--- src/sv/mks_pkg.sv ---
// shared types, constants and the key code lookup for the keypad scanner
// no dependencies
package mks_pkg;

    localparam int unsigned PinW   = 8;
    localparam int unsigned NibW   = 4;
    localparam int unsigned TickW  = 10;
    localparam int unsigned CfgIdxW = 2;
    localparam int unsigned KeyN   = 16;

    localparam logic [CfgIdxW-1:0] REG_SETTLE   = 2'd0;
    localparam logic [CfgIdxW-1:0] REG_DEBOUNCE = 2'd1;
    localparam logic [CfgIdxW-1:0] REG_POLL     = 2'd2;

    localparam logic [TickW-1:0] SETTLE_RESET   = 10'd20;
    localparam logic [TickW-1:0] DEBOUNCE_RESET = 10'd20;
    localparam logic [TickW-1:0] POLL_RESET     = 10'd10;

    localparam logic [NibW-1:0] NIB_ALL_HIGH = 4'hf;

    localparam logic [PinW-1:0] KEY_CODES [KeyN] = '{
        8'hde, 8'hb7, 8'hd7, 8'he7, 8'hbb, 8'hdb, 8'heb, 8'hbd,
        8'hdd, 8'hed, 8'hbe, 8'h77, 8'h7b, 8'h7d, 8'h7e, 8'hee
    };

    typedef struct packed {
        logic [TickW-1:0] settle_ticks;
        logic [TickW-1:0] debounce_ticks;
        logic [TickW-1:0] poll_ticks;
    } cfg_t;

    typedef struct packed {
        logic            unmatched;
        logic [NibW-1:0] index;
    } key_t;

    typedef struct packed {
        logic            drive_low_nibble;
        logic            key_valid;
        logic [NibW-1:0] key_index;
        logic            key_unmatched;
    } result_t;

    // highest matching position wins
    function automatic key_t decode_key(input logic [PinW-1:0] pattern);
        key_t k;
        k.unmatched = 1'b1;
        k.index     = '0;
        for (int i = 0; i < KeyN; i++) begin
            if (pattern == KEY_CODES[i]) begin
                k.unmatched = 1'b0;
                k.index     = NibW'(i);
            end
        end
        return k;
    endfunction

endpackage

--- src/sv/mks_ifs.sv ---
// valid/ready channel interfaces for pin ticks, results and register writes
// depends on mks_pkg
interface mks_in_if;
    import mks_pkg::*;
    logic            valid;
    logic            ready;
    logic [PinW-1:0] pins_in;
    modport source (output valid, output pins_in, input ready);
    modport sink   (input valid, input pins_in, output ready);
endinterface

interface mks_out_if;
    import mks_pkg::*;
    logic            valid;
    logic            ready;
    logic            drive_low_nibble;
    logic            key_valid;
    logic [NibW-1:0] key_index;
    logic            key_unmatched;
    modport source (output valid, output drive_low_nibble, output key_valid,
                    output key_index, output key_unmatched, input ready);
    modport sink   (input valid, input drive_low_nibble, input key_valid,
                    input key_index, input key_unmatched, output ready);
endinterface

interface mks_cfg_if;
    import mks_pkg::*;
    logic               valid;
    logic               ready;
    logic [CfgIdxW-1:0] index;
    logic [TickW-1:0]   data;
    modport source (output valid, output index, output data, input ready);
    modport sink   (input valid, input index, input data, output ready);
endinterface

--- src/sv/matrix_keypad_scanner.sv ---
// 4x4 line-reversal keypad scanner, one pin-level tick per transfer.
// a tick's result is captured into the output register on its transfer.
// throughput: one tick per cycle while the output side is ready; the scan sequencer updates once per transfer
// and the output register refills in the cycle it is emptied.
// reset: registers to 20/20/10, scan restarts in forward settle, no result held.
// depends on mks_pkg, mks_ifs, mks_cfg_regs, mks_scan_core
module matrix_keypad_scanner (
    input  logic      clk,
    input  logic      rst_n,
    mks_in_if.sink    in_ch,
    mks_out_if.source out_ch,
    mks_cfg_if.sink   cfg_ch
);
    import mks_pkg::*;

    cfg_t    cfg;
    result_t result;
    result_t out_reg;
    logic    out_valid_reg;
    logic    step;

    assign cfg_ch.ready = 1'b1;
    assign in_ch.ready  = !out_valid_reg || out_ch.ready;
    assign step         = in_ch.valid && in_ch.ready;

    mks_cfg_regs u_cfg (
        .clk      (clk),
        .rst_n    (rst_n),
        .wr_en    (cfg_ch.valid),
        .wr_index (cfg_ch.index),
        .wr_data  (cfg_ch.data),
        .cfg      (cfg)
    );

    mks_scan_core u_core (
        .clk    (clk),
        .rst_n  (rst_n),
        .step   (step),
        .pins   (in_ch.pins_in),
        .cfg    (cfg),
        .result (result)
    );

    always_ff @(posedge clk or negedge rst_n)
    begin
        if (!rst_n)
            out_valid_reg <= 1'b0;
        else if (in_ch.ready)
            out_valid_reg <= in_ch.valid;
    end

    always_ff @(posedge clk)
    begin
        if (step)
            out_reg <= result;
    end

    assign out_ch.valid            = out_valid_reg;
    assign out_ch.drive_low_nibble = out_reg.drive_low_nibble;
    assign out_ch.key_valid        = out_reg.key_valid;
    assign out_ch.key_index        = out_reg.key_index;
    assign out_ch.key_unmatched    = out_reg.key_unmatched;

endmodule

--- src/sv/mks_cfg_regs.sv ---
// timing registers for the scanner, written through the config channel
// depends on mks_pkg
module mks_cfg_regs (
    input  logic                        clk,
    input  logic                        rst_n,
    input  logic                        wr_en,
    input  logic [mks_pkg::CfgIdxW-1:0] wr_index,
    input  logic [mks_pkg::TickW-1:0]   wr_data,
    output mks_pkg::cfg_t               cfg
);
    import mks_pkg::*;

    cfg_t cfg_reg;

    always_ff @(posedge clk or negedge rst_n)
    begin
        if (!rst_n)
        begin
            cfg_reg.settle_ticks   <= SETTLE_RESET;
            cfg_reg.debounce_ticks <= DEBOUNCE_RESET;
            cfg_reg.poll_ticks     <= POLL_RESET;
        end
        else if (wr_en)
        begin
            unique case (wr_index)
                REG_SETTLE:   cfg_reg.settle_ticks   <= wr_data;
                REG_DEBOUNCE: cfg_reg.debounce_ticks <= wr_data;
                REG_POLL:     cfg_reg.poll_ticks     <= wr_data;
                default:      ;
            endcase
        end
    end

    assign cfg = cfg_reg;

endmodule

--- src/sv/mks_scan_core.sv ---
// line-reversal scan sequencer: phase, tick counter, captured nibble, decoded key
// depends on mks_pkg
module mks_scan_core (
    input  logic                     clk,
    input  logic                     rst_n,
    input  logic                     step,
    input  logic [mks_pkg::PinW-1:0] pins,
    input  mks_pkg::cfg_t            cfg,
    output mks_pkg::result_t         result
);
    import mks_pkg::*;

    localparam logic [2:0] PH_SETTLE_FWD = 3'd0;
    localparam logic [2:0] PH_POLL       = 3'd1;
    localparam logic [2:0] PH_DEBOUNCE   = 3'd2;
    localparam logic [2:0] PH_SETTLE_REV = 3'd3;
    localparam logic [2:0] PH_RELEASE    = 3'd4;

    logic [2:0]       phase_reg, phase_next;
    logic [TickW-1:0] count_reg, count_next;
    logic [NibW-1:0]  cap_reg, cap_next;
    key_t             key_reg, key_next;
    logic             valid_now;
    logic             do_poll;
    logic [NibW-1:0]  hi, lo;

    assign hi = pins[PinW-1:NibW];
    assign lo = pins[NibW-1:0];

    always_comb
    begin
        phase_next = phase_reg;
        count_next = count_reg;
        cap_next   = cap_reg;
        key_next   = key_reg;
        valid_now  = 1'b0;
        do_poll    = 1'b0;

        unique case (phase_reg)
            PH_SETTLE_FWD:
            begin
                if (count_reg < cfg.settle_ticks)
                    count_next = count_reg + 1'b1;
                else
                begin
                    phase_next = PH_POLL;
                    do_poll    = 1'b1;
                end
            end
            PH_POLL:
            begin
                if (count_reg != '0 && count_reg < cfg.poll_ticks)
                    count_next = count_reg + 1'b1;
                else
                    do_poll = 1'b1;
            end
            PH_DEBOUNCE:
            begin
                if (count_reg < cfg.debounce_ticks)
                    count_next = count_reg + 1'b1;
                else if (hi == cap_reg)
                begin
                    phase_next = PH_SETTLE_REV;
                    count_next = '0;
                end
                else
                begin
                    // failed confirm: poll again on this same tick
                    phase_next = PH_POLL;
                    do_poll    = 1'b1;
                end
            end
            PH_SETTLE_REV:
            begin
                if (count_reg < cfg.settle_ticks)
                    count_next = count_reg + 1'b1;
                else
                begin
                    key_next   = decode_key({cap_reg, lo});
                    phase_next = PH_RELEASE;
                    count_next = '0;
                end
            end
            PH_RELEASE:
            begin
                if (hi == NIB_ALL_HIGH)
                begin
                    valid_now  = 1'b1;
                    phase_next = PH_SETTLE_FWD;
                    count_next = '0;
                end
            end
            default:
            begin
                phase_next = PH_SETTLE_FWD;
                count_next = '0;
            end
        endcase

        if (do_poll)
        begin
            if (hi == NIB_ALL_HIGH)
                count_next = TickW'(1);
            else
            begin
                cap_next   = hi;
                phase_next = PH_DEBOUNCE;
                count_next = '0;
            end
        end
    end

    always_comb
    begin
        result.drive_low_nibble = (phase_reg != PH_SETTLE_REV);
        result.key_valid        = valid_now;
        result.key_index        = (valid_now && !key_reg.unmatched) ? key_reg.index : '0;
        result.key_unmatched    = valid_now && key_reg.unmatched;
    end

    always_ff @(posedge clk or negedge rst_n)
    begin
        if (!rst_n)
        begin
            phase_reg <= PH_SETTLE_FWD;
            count_reg <= '0;
            cap_reg   <= NIB_ALL_HIGH;
            key_reg   <= '0;
        end
        else if (step)
        begin
            phase_reg <= phase_next;
            count_reg <= count_next;
            cap_reg   <= cap_next;
            key_reg   <= key_next;
        end
    end

endmodule
--- src/flat_wrapper.sv ---
// flat-port wrapper written by rule: the top's interface ports become plain ports
module matrix_keypad_scanner_flat import mks_pkg::*;
  (clk, rst_n, in_ch_valid, in_ch_pins_in, in_ch_ready, out_ch_valid, out_ch_drive_low_nibble, out_ch_key_valid, out_ch_key_index, out_ch_key_unmatched, out_ch_ready, cfg_ch_valid, cfg_ch_index, cfg_ch_data, cfg_ch_ready);
  mks_in_if in_ch_i ();
  mks_out_if out_ch_i ();
  mks_cfg_if cfg_ch_i ();
  input  logic clk;
  input  logic rst_n;
  input wire logic [$bits(in_ch_i.valid)-1:0] in_ch_valid;
  input wire logic [$bits(in_ch_i.pins_in)-1:0] in_ch_pins_in;
  output wire logic [$bits(in_ch_i.ready)-1:0] in_ch_ready;
  output wire logic [$bits(out_ch_i.valid)-1:0] out_ch_valid;
  output wire logic [$bits(out_ch_i.drive_low_nibble)-1:0] out_ch_drive_low_nibble;
  output wire logic [$bits(out_ch_i.key_valid)-1:0] out_ch_key_valid;
  output wire logic [$bits(out_ch_i.key_index)-1:0] out_ch_key_index;
  output wire logic [$bits(out_ch_i.key_unmatched)-1:0] out_ch_key_unmatched;
  input wire logic [$bits(out_ch_i.ready)-1:0] out_ch_ready;
  input wire logic [$bits(cfg_ch_i.valid)-1:0] cfg_ch_valid;
  input wire logic [$bits(cfg_ch_i.index)-1:0] cfg_ch_index;
  input wire logic [$bits(cfg_ch_i.data)-1:0] cfg_ch_data;
  output wire logic [$bits(cfg_ch_i.ready)-1:0] cfg_ch_ready;
  assign in_ch_i.valid = in_ch_valid;
  assign in_ch_i.pins_in = in_ch_pins_in;
  assign in_ch_ready = in_ch_i.ready;
  assign out_ch_valid = out_ch_i.valid;
  assign out_ch_drive_low_nibble = out_ch_i.drive_low_nibble;
  assign out_ch_key_valid = out_ch_i.key_valid;
  assign out_ch_key_index = out_ch_i.key_index;
  assign out_ch_key_unmatched = out_ch_i.key_unmatched;
  assign out_ch_i.ready = out_ch_ready;
  assign cfg_ch_i.valid = cfg_ch_valid;
  assign cfg_ch_i.index = cfg_ch_index;
  assign cfg_ch_i.data = cfg_ch_data;
  assign cfg_ch_ready = cfg_ch_i.ready;
  matrix_keypad_scanner u_core (.clk(clk), .rst_n(rst_n), .in_ch(in_ch_i), .out_ch(out_ch_i), .cfg_ch(cfg_ch_i));
endmodule
--- config.mk ---
export PLATFORM = sky130hd
export DESIGN_NAME = matrix_keypad_scanner_flat
export DESIGN_NICKNAME = d
export VERILOG_FILES = /design/src/sv/mks_pkg.sv /design/src/sv/mks_ifs.sv /design/src/sv/matrix_keypad_scanner.sv /design/src/sv/mks_cfg_regs.sv /design/src/sv/mks_scan_core.sv /design/src/flat_wrapper.sv
export SDC_FILE = /design/constraint.sdc
export NUM_CORES = 1
export LEC_CHECK = 0
export BUFFER_PORTS_ARGS = -buffer_cell sky130_fd_sc_hd__buf_2
export CAP_MARGIN = 30
export CORE_ASPECT_RATIO = 0.5
export CORE_MARGIN = 1.5
export CORE_UTILIZATION = 45
export CTS_CLUSTER_DIAMETER = 80
export DETAILED_ROUTE_END_ITERATION = 10
export GPL_ROUTABILITY_DRIVEN = 1
export GPL_TIMING_DRIVEN = 0
export SLEW_MARGIN = 20
export SYNTH_ARGS = -nofsm -noshare
export SYNTH_HDL_FRONTEND = slang
export SYNTH_SLANG_ARGS = --single-unit
--- constraint.sdc ---
create_clock -name clk -period 2.9 [get_ports clk]
set_input_delay 0.145 -clock clk [delete_from_list [all_inputs] [get_ports clk]]
set_output_delay 0.145 -clock clk [all_outputs]
set_load 0.01 [all_outputs]
==> qor.yml, run 1 <==
routing:
  post-route-drc-count: 0
  drt_iter0_markers: 176
  ant_nets: 0
  dr.pass1.iters: 6
  wire_per_inst_um: 15.1
  vias_per_cell: 5.47
  drt-total-wl_mm: 8.22
  route.vias.total: 2969
synth:
  synth_area_sq_um: 3730
  syn-num-nets: 435
  async_reset_ff_share_pct: 88.3
  syn_inst: 381
  synth_ff_type: "dfrtp_1"
  yosys_warnings: 0
  synth.avg_cell_area_sq_um: 9.80
  synth_edf_count: 7
  ys_types: 61
  yosysSeqAreaShare_pct: 41.5
  ys_ff_latch: 60
place:
  dp_hpwl_mm: 6.11
  gp_congestion: 0.825
  port_buffers: 33
clocking:
  postCtsHoldBufs: 1
  cts_resized: 0
  ctsLongestPathBuffers: 2
  cts_tree: "yes"
  cts_buffers: 9
  cts_setup_buffers: 0
  cts_sinks: 60
  insertion_delay_ns: 0.33
  clkTransAtPathRegs_ns: 0.05
  root_buffer: "clkbuf_16"
  htreeDepth: 3
die:
  row_count: 23
  die_y_um: 67.4
  die_x_um: 132
  start_util_pct: 46.5
  die_area_sq_um: 8890
  io_pins: 35
  coreArea_sq_um: 8030
worst_setup_path:
  end_kind: "register"
  reg2reg_from: "u_core.u_core.count_reg[3]"
  required_ns: 3.11
  crit_cells: 8
  critPathMaxFanout: 9
  start_kind: "register"
  crit_chain: "ha_1 > a211oi_1 > o211ai_1 > a21oi_1 > o21ai_0 > o211ai_2 > nand2b_1 > o311ai_0"
  worstSetupPathType: "reg -> reg"
  rr_endpoint: "u_core.u_core.count_reg[2]"
  cp_slowest_cell: "dfrtp_1"
  reg2reg_slack_ns: 0.20
  rr_worst_depth: 8
  critPathMaxStageDelay_ns: 0.51
  cp.arrival_ns: 2.91
  path_buf_inv: 0
  cp_top_family: "compound AO/OA/AOI/OAI gates"
power_and_ir_drop:
  power.switching_mw: 1.43
  p_int_mw: 2.57
  p_comb_share_pct: 36.3
  switching_share_pct: 35.7
  cellPowerDensity_nw_per_um2: 910
  p_leak_nw: 1.99
  p_seq_share_pct: 33.2
  vdd_ir_drop_max_uv: 333
  clkPwrFrac_pct: 30.5
  total_power_mw: 4.00
timing:
  hold_violations: 0
  slew_headroom_pct: 50.0
  max_freq_mhz: 370
  rsz0062_at_grt: "false"
  min_period_ns: 2.70
  min_period_over_period_pct: 93.2
  setup_viol: 0
  slew_viol_final: 0
  tightest_slew_ns: 0.747
  clock_skew_ns: 0.00391
  tns_ns: 0
global_route:
  grt_pass1_vias: 2857
  antenna_found_initial: 0
  grt_usage_pct: 20.0
  grt_pass1_wl_mm: 13.8
  grt_max_degree: 54
  grt_remaining_overflow: 0
run:
  cap_violations: 0
final_layout:
  area.growth.synth_to_final_pct: 17.8
  finalNetCount: 480
  layout-drive-gt1-share_pct: 24.4
  layout_commonest_cell: "dfrtp_1"
  num_antenna_cells: 0
  final_cell_mix: "43 x dfrtp_1, 39 x nand2_1, 35 x inv_1, 34 x buf_2, 33 x o21ai_0"
  largest_reg_flops: 30
run_status:
  outcome: "complete, no violations"
min_path:
  hold_path.class: "in -> reg"
  min_to: "u_core.out_ch.valid"
  holdCritStartpoint: "in_ch_valid"
  holdPathStages: 2
[metal layers]
layer / wire (um) / part of all wire, % / GRT usage, % / up-vias
met2: 3710 / 45 / 33.1 / 78
met1: 3980 / 48 / 26.2 / 1419
met3: 432 / 5.3 / 4.65 / 10
met4: 97 / 1.2 / 7.08 / 0
met5: 0 / 0 / 0 / -
li1: - / - / - / 1462
[per-stage QoR]
step | cell area (sq um) | utilization, % | std cells | setup WS [ns] | hold slack [ns]
floorplan | 3730 | - | 381 | 0.703 | -0.151
global placement | 4040 | 50.3 | 526 | 0.224 | 0.364
detailed placement | 4050 | 50.4 | 526 | 0.243 | 0.232
CTS | 4400 | 54.8 | 543 | 0.174 | 0.0283
global route | 4400 | 54.8 | 543 | 0.0102 | 0.0390
finish | 4400 | 54.8 | 543 | 0.199 | 0.0372
[cell families after synthesis]
family	synth area share, %
XOR/XNOR	1.17
multiplexers	9.28
buffers and inverters	5.70
flip-flops	41.5
AND/OR/NAND/NOR	18.1
other	0.100
AO/OA/AOI/OAI	14.5
adder cells (fa/ha/maj)	9.72
[worst register-to-register path, cell delays in order (launching register included)]
cell and delay [ns]:
dfrtp_1 0.51, ha_1 0.31, a211oi_1 0.23, o211ai_1 0.14
a21oi_1 0.32, o21ai_0 0.17, o211ai_2 0.34, nand2b_1 0.24
o311ai_0 0.33
[cells in the mapped netlist, types with 3 or more instances]
cell | n | area (sq um)
dfrtp_1 | 43 | 1080
nand2_1 | 39 | 146
inv_1 | 35 | 131
o21ai_0 | 33 | 165
ha_1 | 29 | 363
mux2_2 | 29 | 327
a21oi_1 | 15 | 75.1
nor2_1 | 13 | 48.8
nor3_1 | 11 | 55.1
dfstp_2 | 10 | 263
nand3_1 | 9 | 45.0
clkbuf_1 | 8 | 30.0
edfxtp_1 | 7 | 210
a21o_1 | 5 | 37.5
and2_1 | 5 | 31.3
nand2b_1 | 5 | 31.3
o211ai_1 | 5 | 37.5
o31ai_1 | 5 | 37.5
and4b_1 | 4 | 40.0
buf_4 | 4 | 30.0
nor2b_1 | 4 | 25.0
nor3b_1 | 4 | 30.0
nor4_1 | 4 | 25.0
xor2_1 | 4 | 35.0
nand3b_1 | 3 | 22.5
nor4b_1 | 3 | 26.3
[final cells by class]
cell class	count	area [sq um]
buffer	15	81.3
clock buffer	11	243
clock inverter	5	98.8
fill	730	3630
inverter	35	131
multi-input combinational	271	1980
sequential	60	1550
tap	112	140
timing repair buffer	34	178
[how the worst max path moves through the flow]
stage                          startpoint                    endpoint  slack [ns]
2_1_floorplan  u_core.u_core.count_reg[0]    u_core.u_core.cap_reg[0]        0.70
3_3_place_gp   u_core.u_core.count_reg[3]  u_core.u_core.count_reg[2]        0.22
3_5_place_dp   u_core.u_core.count_reg[3]  u_core.u_core.count_reg[2]        0.24
4_1_cts        u_core.u_core.count_reg[3]  u_core.u_core.count_reg[2]        0.17
5_1_grt        u_core.u_core.count_reg[3]  u_core.u_core.count_reg[2]        0.01
6_report       u_core.u_core.count_reg[3]  u_core.u_core.count_reg[2]        0.20
[power groups by stage]
stage               logic (mW)  registers, mW  clock network [mW]
floorplan                 1.11           1.26                   0
global placement          1.41           1.33                   0
detailed placement        1.44           1.34                   0
CTS                       1.45           1.33                1.25
global route              1.64           1.37                1.28
finish                    1.45           1.33                1.22
(Power assumes the default switching activity.)
==> run 2, diff against run 1 <==
ABC_AREA = 1   (was default)
==> run 2 against run 1 <==
- synthesized area grew 3.1%
- clock skew grew 0.0014 ns
- clock power shrank 19%
- wire length grew 1.9%
- total power shrank 26%
- critical path depth grew 6
- final cell count grew 21%
- first-iteration DRC count shrank 2.3%
- sequential power shrank 12%
- core utilization shrank 0.24 points
- design area grew 1.0%
- non-clock buffer count shrank 7
- largest cell class unchanged
==> qor.yml, run 2 <==
run_status:
  outcome: "complete, no violations"
worst_setup_path:
  cp_slowest_cell: "dfstp_2"
  cp.arrival_ns: 2.24  # -0.67 ns
  worstSetupPathType: "reg -> reg"
  cp_top_family: "simple AND/OR/NAND/NOR gates"
  critPathMaxStageDelay_ns: 0.53  # +0.02 ns
  crit_chain: "inv_1 > ha_1 > nand2_1 > nand2_1 > nand2_1 > nand2_1 > nand2_1 > nand4_1 > nand2_1 > nand2_2 > nor2_4 > nand2_1 > nand3_1 > nand2_1"
  end_kind: "register"
  required_ns: 3.12  # about the same
  critPathMaxFanout: 8  # -1
  path_buf_inv: 1  # +1
  cpMostUsedCell: "nand2_1"
  start_kind: "register"
clocking:
  cts_setup_buffers: 0  # unchanged
  cts_buffers: 9  # unchanged
  cts_resized: 0  # unchanged
  clkTransAtPathRegs_ns: 0.05  # about the same
  ctsLongestPathBuffers: 2  # unchanged
  postCtsHoldBufs: 1  # unchanged
  cts_sinks: 60  # unchanged
  root_buffer: "clkbuf_16"
  htreeDepth: 3  # unchanged
  insertion_delay_ns: 0.33  # about the same
  cts_tree: "yes"
timing:
  fin_hold_ws_ns: 0.0509  # +0.0137 ns
  rsz0062_at_grt: "false"
  tightest_slew_ns: 0.700  # -0.0473 ns
  min_period_over_period_pct: 69.5  # -24 points
  hold_violations: 0  # unchanged
  max_freq_mhz: 496  # +34%
  min_period_ns: 2.02  # -0.685 ns
  slew_viol_final: 0  # unchanged
  slew_headroom_pct: 53.3  # +3.4 points
  setup_viol: 0  # unchanged
  clock_skew_ns: 0.00530  # +0.00138 ns
  tns_ns: 0  # unchanged
routing:
  vias_per_cell: 4.79  # -12%
  drt_iter0_markers: 172  # -2.3%
  drt-total-wl_mm: 8.38  # +1.9%
  route.vias.total: 3144  # +5.9%
  wire_per_inst_um: 12.8  # -16%
  dr.pass1.iters: 4  # -2
  ant_nets: 0  # unchanged
  post-route-drc-count: 0  # unchanged
synth:
  yosysTopAreaCell: "dfrtp_1"
  synth.avg_cell_area_sq_um: 7.80  # -20%
  synth_area_sq_um: 3850  # +3.1%
  synth_ff_type: "dfrtp_1"
  synthTopCellsByArea: "dfrtp_1 28%, nand2_1 14%, ha_1 9.4%"
  async_reset_ff_share_pct: 88.3  # unchanged
  netlist.area_leader.share_pct: 27.9  # -0.87 points
  syn-num-nets: 548  # +26%
  synth.most_common_cell: "nand2_1"
  synth_edf_count: 7  # unchanged
  syn_inst: 494  # +30%
  ys_types: 38  # -38%
  yosys-top-cells-count: "139 x nand2_1, 85 x inv_1, 43 x dfrtp_1"
  yosysSeqAreaShare_pct: 40.2  # -1.3 points
  yosys_warnings: 0  # unchanged
  ys_ff_latch: 60  # unchanged
final_layout:
  utilization_pct: 54.6  # -0.24 points
  fill_cells: 775  # +6.2%
  finalNetCount: 593  # +24%
  num_antenna_cells: 0  # unchanged
  final_cell_mix: "139 x nand2_1, 85 x inv_1, 43 x dfrtp_1, 38 x o21ai_0, 32 x buf_2"
  layout-drive-gt1-share_pct: 18.0  # -6.3 points
  area.growth.synth_to_final_pct: 15.4
  largest_reg_flops: 30  # unchanged
  layout_commonest_cell: "nand2_1"
die:
  row_count: 23  # unchanged
  coreArea_sq_um: 8140  # +1.4%
  start_util_pct: 47.3  # +0.77 points
  die_x_um: 134  # +1.5%
  die_area_sq_um: 9160  # +3.0%
  die_y_um: 68.4  # +1.5%
  io_pins: 35  # unchanged
place:
  gp_congestion: 0.783  # -5.1%
  port_buffers: 33  # unchanged
  dp_hpwl_mm: 6.06  # -0.75%
global_route:
  grt_usage_pct: 20.6  # +0.65 points
  grt_pass1_wl_mm: 14.0  # +1.7%
  grt_max_degree: 54  # unchanged
  antenna_found_initial: 0  # unchanged
  grt_remaining_overflow: 0  # unchanged
  grt_pass1_vias: 2828  # -1.0%
min_path:
  hold_path.class: "in -> reg"
power_and_ir_drop:
  total_power_mw: 2.96  # -26%
  p_leak_nw: 2.39  # +20%
  vdd_ir_drop_max_uv: 339  # +1.7%
  cellPowerDensity_nw_per_um2: 666  # -27%
run:
  cap_violations: 0  # unchanged
## run 2: cell types whose count changed after synthesis, moves of 6 or more
cell / before / now
nor2_2: 0 / 8
nor3_1: 11 / 3
nand4_1: 2 / 13
nand2_1: 39 / 139
nand3_1: 9 / 15
mux2_2: 29 / 0
inv_2: 0 / 8
inv_1: 35 / 85
nor2_1: 13 / 29
## run 2: report_power, final
group / switching (mW) / leakage [nW] / internal, mW
clock: 0.366 / 0.137 / 0.622
combinational: 0.501 / 1.55 / 0.300
sequential: 0.147 / 0.708 / 1.02
total: 1.01 / 2.39 / 1.94
## run 2: worst paths after layout
check                                         start                    endpoint  slack [ns]  cells after the start
max                             u_core.u_cfg.cfg[3]  u_core.u_core.count_reg[0]        0.88                     14
min                                in_ch_pins_in[4]    u_core.u_core.cap_reg[0]        0.05                      3
max reg2reg                     u_core.u_cfg.cfg[3]  u_core.u_core.count_reg[0]        0.88                     14
min reg2reg                u_core.u_core.key_reg[4]    u_core.u_core.key_reg[4]        0.49                      2
max in group asynchronous                     rst_n        u_core.u_cfg.cfg[23]        2.02                      2
min in group asynchronous                     rst_n    u_core.u_core.key_reg[4]        0.41                      2
## run 2: cells by family after synthesis
logic type / synth area share (%)
xor+xnor: 2.05
compound gates: 8.35
fa+ha+maj: 9.42
buf+inv: 10.2
flops: 40.2
other cells: 0.0974
simple gates: 29.6
## run 2: layout make-up
type | instances | area [sq um] | share of cell area (%)
buffer | 8 | 41.3 | 0.929
clock buffer | 14 | 264 | 5.94
clock inverter | 2 | 10.0 | 0.225
inverter | 94 | 353 | 7.94
multi-input combinational | 332 | 1910 | 42.9
sequential | 60 | 1550 | 34.9
tap | 112 | 140 | 3.15
timing repair buffer | 34 | 178 | 4.00
## run 2: tightest hold or removal path, cell delays in order
cell	delay, ns
buf_2	0.11
inv_2	0.06
o21ai_1	0.06
## run 2: per-stage QoR
stage	setup slack (ns)	area [sq um]	instances
2_1_floorplan	1.12	3850	494
3_3_place_gp	0.866	4160	639
3_5_place_dp	0.884	4160	639
4_1_cts	0.869	4440	656
5_1_grt	0.717	4440	656
6_report	0.883	4440	656
## run 2: metal layers
metal  share of wire, %  global-route usage (%)  routed length [um]  up-vias
li1                   -                       -                   -     1654
met1                 52                    28.0                4350     1430
met2                 43                    31.9                3570       54
met3                4.7                    7.04                 395        6
met4               0.81                    4.89                  68        0
met5                  0                       0                   0        -
